File: config.mk
export PLATFORM = sky130hd
export DESIGN_NAME = slme_front
export DESIGN_NICKNAME = d
export VERILOG_FILES = /design/src/slme_pkg.sv /design/src/slme_front.sv
export SDC_FILE = /design/constraint.sdc
export NUM_CORES = 1
export LEC_CHECK = 0
export ABC_AREA = 0
export BUFFER_PORTS_ARGS = -buffer_cell sky130_fd_sc_hd__clkbuf_2
export CORE_AREA = 2 2 100 102
export CTS_CLUSTER_DIAMETER = 100
export DETAILED_ROUTE_END_ITERATION = 8
export DIE_AREA = 0 0 102 104
export PLACE_DENSITY = 0.82
export SLEW_MARGIN = 25
export SYNTH_ARGS = -nofsm -noshare
export SYNTH_HDL_FRONTEND = slang
export SYNTH_SLANG_ARGS = --single-unit
File: constraint.sdc
create_clock -name clk -period 6.7 [get_ports clk]
set_input_delay 0.67 -clock clk [delete_from_list [all_inputs] [get_ports clk]]
set_output_delay 0.67 -clock clk [all_outputs]
set_load 0.02 [all_outputs]
File: src/slme_pkg.sv
// ----------------------------------------------------------------------------
// Sorted list merge engine package
// Shared constants, types and helper functions for the merge engine.
// ----------------------------------------------------------------------------
package slme_pkg;

  localparam int LIST_DEPTH    = 32;
  localparam int ELEMENT_WIDTH = 32;
  localparam int QUEUE_DEPTH   = 2;

  localparam int IDX_W   = (LIST_DEPTH > 1) ? $clog2(LIST_DEPTH) : 1;
  localparam int CNT_W   = $clog2(LIST_DEPTH + 1);
  localparam int COUNT_W = $clog2(2 * LIST_DEPTH + 1);
  localparam int QPTR_W  = (QUEUE_DEPTH > 1) ? $clog2(QUEUE_DEPTH) : 1;
  localparam int QCNT_W  = $clog2(QUEUE_DEPTH + 1);
  localparam int CMP_W   = (ELEMENT_WIDTH > 32) ? ELEMENT_WIDTH : 32;

  typedef logic signed [ELEMENT_WIDTH-1:0] elem_t;
  typedef logic signed [CMP_W-1:0]         cmp_t;
  typedef logic signed [31:0]              word_t;

  typedef enum logic [1:0] {
    OP_INS_A = 2'd0,
    OP_INS_B = 2'd1,
    OP_MERGE = 2'd2,
    OP_CLEAR = 2'd3
  } opcode_t;

  typedef enum logic [1:0] {
    ST_OK    = 2'd0,
    ST_FULL  = 2'd1,
    ST_EMPTY = 2'd2
  } status_t;

  typedef enum logic {
    S_IDLE  = 1'b0,
    S_MERGE = 1'b1
  } state_t;

  typedef struct packed {
    opcode_t op;
    elem_t   value;
    word_t   query;
  } cmd_t;

  function automatic logic elem_matches(elem_t e, word_t q);
    return cmp_t'(e) == cmp_t'(q);
  endfunction

  function automatic word_t elem_to_word(elem_t e);
    return word_t'(e);
  endfunction

endpackage

File: src/slme_front.sv
// ----------------------------------------------------------------------------
// Sorted list merge engine front end
// Accepts input beats, decodes them into commands and queues them.
// ----------------------------------------------------------------------------
module slme_front
  import slme_pkg::*;
(
  input  logic        clk,
  input  logic        rst,
  input  logic        in_valid,
  output logic        in_stall,
  input  logic [1:0]  opcode,
  input  logic signed [31:0] value,
  input  logic signed [31:0] query_value,
  output logic        cmd_valid,
  output cmd_t        cmd,
  input  logic        cmd_pop
);

  cmd_t              q_mem [QUEUE_DEPTH];
  logic [QPTR_W-1:0] wr_ptr;
  logic [QPTR_W-1:0] rd_ptr;
  logic [QCNT_W-1:0] fill;
  cmd_t              in_cmd;
  logic              push;

  always_comb begin
    in_cmd.op    = opcode_t'(opcode);
    in_cmd.value = elem_t'(value);
    in_cmd.query = query_value;
  end

  assign in_stall  = (fill == QCNT_W'(QUEUE_DEPTH));
  assign push      = in_valid && !in_stall;
  assign cmd_valid = (fill != '0);
  assign cmd       = q_mem[rd_ptr];

  always_ff @(posedge clk) begin
    if (rst) begin
      wr_ptr <= '0;
      rd_ptr <= '0;
      fill   <= '0;
    end else begin
      if (push) begin
        wr_ptr <= (wr_ptr == QPTR_W'(QUEUE_DEPTH - 1)) ? '0 : wr_ptr + QPTR_W'(1);
      end
      if (cmd_pop) begin
        rd_ptr <= (rd_ptr == QPTR_W'(QUEUE_DEPTH - 1)) ? '0 : rd_ptr + QPTR_W'(1);
      end
      fill <= fill + QCNT_W'(push) - QCNT_W'(cmd_pop);
    end
  end

  always_ff @(posedge clk) begin
    if (push) begin
      q_mem[wr_ptr] <= in_cmd;
    end
  end

endmodule

Yosys cells after proc, flatten, opt, wreduce, memory -nomap -nowiden
Memories as Yosys holds them, arrays and structs flattened. A register that Yosys moved wholly into a read port is not among the register bits.
Cells that the tools add are included.
{"block": "totals", "register_bits": 4, "mem_bits_rw": 132, "input_bits": 70, "output_inout_bits": 68, "n_memories": 1}
{"block": "op_classes", "add_sub_neg": 4, "eq_ne": 1, "n_mux": 6, "reduce_logical": 3}
{"memory": "q_mem", "depth": 2, "word_bits": 66, "rd": 1, "rd_clocked_by_memory_dff": 1, "wr": 1, "line": "slme_front.sv:20", "rtl": "cmd_t q_mem [QUEUE_DEPTH];"}
{"operator": "1-bit 2-to-1 mux", "count": 6}
{"operator": "1-bit adder (second input constant)", "count": 2}
{"operator": "2-bit by 1-bit adder with 2-bit output", "count": 1}
{"operator": "2-bit == test (second input constant)", "count": 1}
{"operator": "2-bit nonzero test", "count": 1}
{"operator": "2-bit by 1-bit subtractor with 2-bit output", "count": 1}
{"operator": "1-bit logical AND", "count": 1}
{"operator": "1-bit zero test", "count": 1}

Longest topological paths before layout
Gate-level depths: netlist of run 1.
{"block": "depth", "depth_word": 5, "mapped_depth": 8, "mapped_depth_nobuf": 8}

Worst setup path before layout of run 1
No wires, ideal clock.
{"block": "synth_path", "kind": "input-to-reg", "start": "input in_valid", "end": "memory q_mem[0][0] (netlist bit), enable pin", "setup_ns": 0.420, "arrival_ns": 2.354, "setup_slack_ns": 3.926, "cell_stages": 3, "path_buffers": 0, "path_cell_list": "inv_1 -> or3_1 -> inv_1"}
{"block": "synth_between", "elab_chain_len": 3}
{"item": "from (decl)", "line": "slme_front.sv:10", "rtl": "input logic in_valid,"}
{"item": "1-bit logical AND", "line": "slme_front.sv:34", "rtl": "assign push = in_valid && !in_stall;"}
{"item": "1-bit 2-to-1 mux", "line": "slme_front.sv:55", "rtl": "if (push) begin"}
{"item": "1-bit 2-to-1 mux (implied by the code)", "line": "slme_front.sv:56", "rtl": "q_mem[wr_ptr] <= in_cmd;"}
{"item": "to (decl)", "line": "slme_front.sv:20"}
Every way passes these cells.

==> results of run 1 <==
==> state kept, by name (all words and copies together), names as in the netlist, named ones only <==
register / flops
fill: 2
rd_ptr: 1
wr_ptr: 1
q_mem: 132
==> cell usage after synthesis (all sizes together) <==
cell type  number  area, um2
a21oi           1      5.000
xor2            1      8.760
dfxtp           5      100.1
or2             1      6.260
and3            1      7.510
nand2           1      3.750
nor3            1      5.000
inv             4      15.01
mux2           66      893.4
and2            1      6.260
o21ai           1      5.000
nor2b           1      6.260
xnor2           1      8.760
edfxtp        132       3964
ha              2      25.02
or3             1      6.260
nand2b          1      8.760
nor2            3      11.26
buf             7      66.31
==> layout make-up <==
type | instances | share of cell area [%]
Tap cell | 133 | 2.536
Inverter | 4 | 0.2288
Timing Repair Buffer | 140 | 11.10
Sequential cell | 137 | 61.99
Multi-Input combinational cell | 83 | 15.35
Clock buffer | 20 | 6.484
Clock inverter | 12 | 2.307
==> worst max-delay path by stage <==
stage               startpoint           end  slack, ps
global route          register       cmd[53]       3840
floorplan             in_valid   q_mem[0][0]       3930
global placement      in_valid  q_mem[0][40]       4010
CTS                   register       cmd[53]       3910
detailed placement    in_valid  q_mem[0][42]       3960
finish                register       cmd[53]       3950
==> cells in the final DEF, fill, tap and decap left out, types with 2 or more instances in the layout <==
cell	instances
buf_4	2
edfxtp_1	132
clkinv_4	3
inv_1	2
clkinvlp_4	3
clkbuf_2	137
mux2_2	26
clkinv_1	2
clkbuf_16	16
clkbuf_1	3
inv_2	2
ha_1	2
bufinv_16	3
nor2_1	3
dfxtp_1	4
mux2_4	40
==> stage by stage <==
| stage | setup WS (ps) | power [mW] |
|---|---|---|
| after floorplan | 3926 | 1.309 |
| after global placement | 4014 | 1.407 |
| after detailed placement | 3959 | 1.422 |
| after CTS | 3909 | 2.316 |
| after global routing | 3843 | 2.374 |
| final | 3955 | 2.290 |
==> layer usage <==
metal | wire length (um) | track usage [%] | vias up
met5 | 0 | 0 | -
met4 | 82 | 7.143 | 0
met3 | 678 | 7.594 | 12
met2 | 4201 | 26.27 | 111
met1 | 3567 | 19.29 | 1249
li1 | - | - | 1213
==> logic make-up (layout without fill, tap and decap cells) <==
group           Yosys count  after routing  synth area share (%)
xor+xnor                  2              2                0.3400
buf+inv                  11            176                 1.578
fa+ha+maj                 2              2                0.4856
flops                   137            137                 78.87
compound gates            2              2                0.1941
mux                      66             66                 17.34
simple gates             11             11                 1.190
==> power breakdown <==
part	internal [mW]	switching [mW]	leakage [nW]	total, mW
sequential	1.04	0.0286	1.27	1.06
combinational	0.142	0.191	1.07	0.333
clock	0.564	0.328	0.270	0.893
total	1.74	0.548	2.61	2.29
==> impl_metrics.py, run 1 <==
metrics = {
    "clock_network": {
        "numCtsBuffers": 17,
        "insertion_delay_ps": 510,
        "cts.path.max_buffers": 2,
        "h-tree-depth": 4,
        "cts_setup_buffers": 0,
        "cts_tree": "built",
        "cts_sinks": 137,
        "path_clk_slew_ps": 60,
        "cts-root-buf": "clkbuf_8",
        "cts-resized-gates": 0,
        "cts-hold-fix-buffers": 0,
    },
    "timing": {
        "setup_viol": 0,
        "fmax_mhz": 364.3,
        "finalCritPeriodShare_pct": 40.97,
        "rsz0062_at_grt": "false",
        "slew_viol_final": 0,
        "fin_skew_ps": 7.281,
        "worst_slew_pin_slew_ps": 804.8,
        "finalCriticalPeriod_ps": 2745,
        "setup_tns_ps": 0,
        "holdWs_ps": 339.8,
        "relSlewSlack_pct": 46.27,
        "hold_viol": 0,
    },
    "placed_design": {
        "portBuffers": 137,
        "dpl.cell_count": 497,
        "dp_hpwl_um": 5624,
        "postPlaceCellArea_mm2": 0.005984,
        "gp_congestion": 0.7339,
    },
    "synthesis": {
        "synth_cell_types": 22,
        "syn_area_per_cell_um2": 22.30,
        "syn_inst": 231,
        "synth_nets": 303,
        "ys_ff_latch": 137,
        "ys.warnings.count": 0,
        "syn_area_mm2": 0.005152,
        "ys_seq_area_share_pct": 78.87,
    },
    "worst_setup_path": {
        "worst_setup_path_end_kind": "output port",
        "crit_family": "flip-flops",
        "critical_path_class": "reg2out",
        "crit_arrival_ps": 2080,
        "reg2regPathDepth": 5,
        "crit_path_cell_trace": "buf_16, mux2_2, clkbuf_2",
        "reg2reg_to": "q_mem[0][34]",
        "crit_fanout": 37,
        "critPathMaxStageDelay_ps": 660,
        "reg2reg_from": "fill[0]",
        "cp.depth": 3,
        "cp_slowest_cell": "dfxtp_4",
        "required_ps": 6030,
        "reg2reg_slack_ps": 4340,
        "critPathLaunchType": "register",
        "cp_num_buf_inv": 2,
    },
    "min_path": {
        "hp-start": "opcode[0]",
        "holdPathStages": 1,
        "hold_end": "q_mem[0][64]",
        "hold_class": "in2reg",
    },
    "layout": {
        "drive_above_1_share_pct": 60.35,
        "utilization_pct": 68.71,
        "design_area_mm2": 0.006561,
        "fillers": 656,
        "nets": 455,
        "multi_input_area_mm2": 0.001007,
        "syn_to_final_growth_pct": 27.34,
        "stdcell_count": 529,
        "seq_area_mm2": 0.004068,
        "antenna_cells": 0,
    },
    "global_routing": {
        "antenna_found_initial": 0,
        "grt_pass1_vias": 2709,
        "grt_max_degree": 39,
        "grt_pass1_wl_um": 12920,
        "overflow": 0,
        "grt_usage_pct": 16.56,
    },
    "routing": {
        "via_count": 2585,
        "postRouteAntennaNets": 0,
        "drt_first_pass_iters": 6,
        "finalWirelength_um": 8529,
        "wl_per_cell_um": 16.12,
        "drc_errors": 0,
        "viasPerCell": 4.887,
        "drt_iter0_markers": 85,
    },
    "floorplanning": {
        "start_util_pct": 53.96,
        "core_area_mm2": 0.009549,
        "dieArea_mm2": 0.01061,
        "io_pins": 138,
        "num_rows": 36,
        "fp.dieW_um": 102,
        "die_y_um": 104,
    },
    "power_and_ir_drop": {
        "power.static_leakage_nw": 2.609,
        "power_density_mw_per_mm2": 349.1,
        "ir_drop_mv": 0.1972,
    },
    "run": {
        "maxCapViolations": 0,
    },
    "outcome": {
        "status": "completed",
    },
}
Note: power is estimated with default switching activity, not from simulation.
==> run 2, diff against run 1 <==
- CORE_AREA: 2 2 100 102 -> 2 2 108 110
- DIE_AREA: 0 0 102 104 -> 0 0 110 112
- PLACE_DENSITY: 0.82 -> 0.74
- clock period: 6.7 -> 2.46 ns (I/O delays scaled with it)
==> run 2 against run 1 <==
Sequential cell count did not move. Largest power group unchanged. Hold slack lost 310 ps. Critical endpoint is now cmd[65]. Sequential power rose to 2.7 times the previous value. Critical path type unchanged.
==> impl_metrics.py, run 2 (same netlist as run 1, synthesis figures left out) <==
metrics = {
    "worst_setup_path": {
        "reg2reg_slack_ps": 710,
        "cp.depth": 3,
        "reg2reg_from": "fill[0]",
        "crit_family": "buffers and inverters",
        "critPathCapture": "cmd[65]",
        "crit_arrival_ps": 1680,
        "critPathLaunchType": "register",
        "worst_setup_path_end_kind": "output port",
        "cp_slowest_cell": "mux2_2",
        "reg2regPathDepth": 5,
        "critPathMaxStageDelay_ps": 390,
        "cp_num_buf_inv": 2,
        "required_ps": 2210,
        "critical_path_class": "reg2out",
        "crit_fanout": 27,
        "crit_path_cell_trace": "buf_4, mux2_2, clkbuf_2",
        "reg2reg_to": "q_mem[0][48]",
    },
    "power_and_ir_drop": {
        "pwr-share-seq_pct": 46.9,
        "pwr-share-clk_pct": 37.9,
        "net-switching-power_mw": 1.444,
        "power_density_mw_per_mm2": 934.4,
        "ir_drop_mv": 0.4204,
        "power.static_leakage_nw": 2.615,
        "switching_share_pct": 23.54,
        "total_power_mw": 6.137,
        "pwr-share-comb_pct": 15.3,
        "p_int_mw": 4.693,
    },
    "timing": {
        "setup_tns_ps": 0,
        "relSlewSlack_pct": 71.05,
        "setup_viol": 0,
        "hold_viol": 0,
        "worst_slew_pin_slew_ps": 434.3,
        "fin_skew_ps": 8.996,
        "holdWs_ps": 34.72,
        "finalCriticalPeriod_ps": 1928,
        "finalCritPeriodShare_pct": 78.38,
        "fmax_mhz": 518.6,
        "rsz0062_at_grt": "false",
        "slew_viol_final": 0,
    },
    "clock_network": {
        "cts-resized-gates": 0,
        "insertion_delay_ps": 400,
        "h-tree-depth": 4,
        "cts_tree": "built",
        "cts-root-buf": "clkbuf_16",
        "cts_sinks": 137,
        "numCtsBuffers": 17,
        "path_clk_slew_ps": 50,
        "cts-hold-fix-buffers": 0,
        "cts_setup_buffers": 0,
        "cts.path.max_buffers": 2,
    },
    "layout": {
        "largest-register": "q_mem",
        "final_cell_mix": "clkbuf_2 (137), edfxtp_1 (132), mux2_4 (40), mux2_2 (26), clkbuf_16 (17)",
        "antenna_cells": 0,
        "stdcell_count": 541,
        "utilization_pct": 58.77,
        "drive_above_1_share_pct": 60.55,
        "syn_to_final_growth_pct": 27.46,
        "nets": 457,
        "reg_top3": "q_mem (132), fill (2)",
        "layout_commonest_cell": "clkbuf_2",
        "largest_reg_flops": 132,
    },
    "routing": {
        "drt_iter0_markers": 119,
        "drc_errors": 0,
        "viasPerCell": 4.765,
        "postRouteAntennaNets": 0,
        "via_count": 2578,
        "drt_first_pass_iters": 4,
        "wl_per_cell_um": 15.39,
        "finalWirelength_um": 8327,
    },
    "global_routing": {
        "grt_pass1_vias": 2621,
        "grt_usage_pct": 13.97,
        "overflow": 0,
        "antenna_found_initial": 0,
        "grt_max_degree": 67,
        "grt_pass1_wl_um": 12440,
    },
    "floorplanning": {
        "die_y_um": 112,
        "fp.dieW_um": 110,
        "io_pins": 138,
        "dieArea_mm2": 0.01232,
        "start_util_pct": 46.11,
        "core_area_mm2": 0.01117,
        "num_rows": 39,
    },
    "min_path": {
        "hold_class": "in2reg",
        "hp-start": "value[27]",
    },
    "placed_design": {
        "gp_congestion": 0.6834,
        "dpl.cell_count": 509,
        "dp_hpwl_um": 5458,
        "portBuffers": 137,
    },
    "outcome": {
        "status": "completed",
    },
    "run": {
        "maxCapViolations": 0,
    },
}
## run 2: changes by cell type in the layout (fill, tap and decap cells not counted)
cell	change
clkinvlp_4	-1
clkinv_4	-3
clkbuf_8	-1
clkinv_2	+6
clkinv_1	-2
inv_2	-1
buf_16	-1
bufinv_16	-1
clkbuf_1	+2
clkbuf_16	+1
buf_4	+1
buf_12	+2
## run 2: how the worst min path moves through the flow
stage | end | slack (ps) | cells past startpoint
floorplan | wr_ptr | 320 | 1
global placement | q_mem[1][1] | 440 | 1
detailed placement | q_mem[1][15] | 440 | 1
CTS | q_mem[0][1] | 10 | 1
global route | q_mem[0][1] | 10 | 1
finish | q_mem[1][59] | 30 | 1
## run 2: final cells by class
| type | instances | area (um2) |
|---|---|---|
| Clock inverter | 10 | 102.6 |
| Sequential cell | 137 | 4068 |
| Clock buffer | 22 | 444.2 |
| Multi-Input combinational cell | 83 | 1007 |
| Timing Repair Buffer | 142 | 748.2 |
| Tap cell | 143 | 178.9 |
| Fill cell | 864 | 4607 |
| Inverter | 4 | 18.77 |
## run 2: stage by stage
stage                     area, um2  setup WS [ps]
after CTS                      6568          484.3
after global routing           6568          439.5
after floorplan                5156          353.5
after global placement         6021          762.1
final                          6568          531.9
after detailed placement       6021          698.7
## run 2: power groups by stage
stage | sequential (mW) | combinational (mW) | clock, mW
2_1_floorplan | 2.91 | 0.652 | 0
3_3_place_gp | 2.91 | 0.935 | 0
3_5_place_dp | 2.92 | 0.955 | 0
4_1_cts | 2.88 | 0.960 | 2.37
5_1_grt | 2.89 | 1.02 | 2.48
6_report | 2.88 | 0.937 | 2.32
## run 2: metal layers
layer	vias up	track usage [%]	part of all wire (%)
li1	1224	-	-
met1	1252	16.12	41
met2	97	22.49	50
met3	5	6.557	8.5
met4	0	5.316	0.84
met5	-	0	0
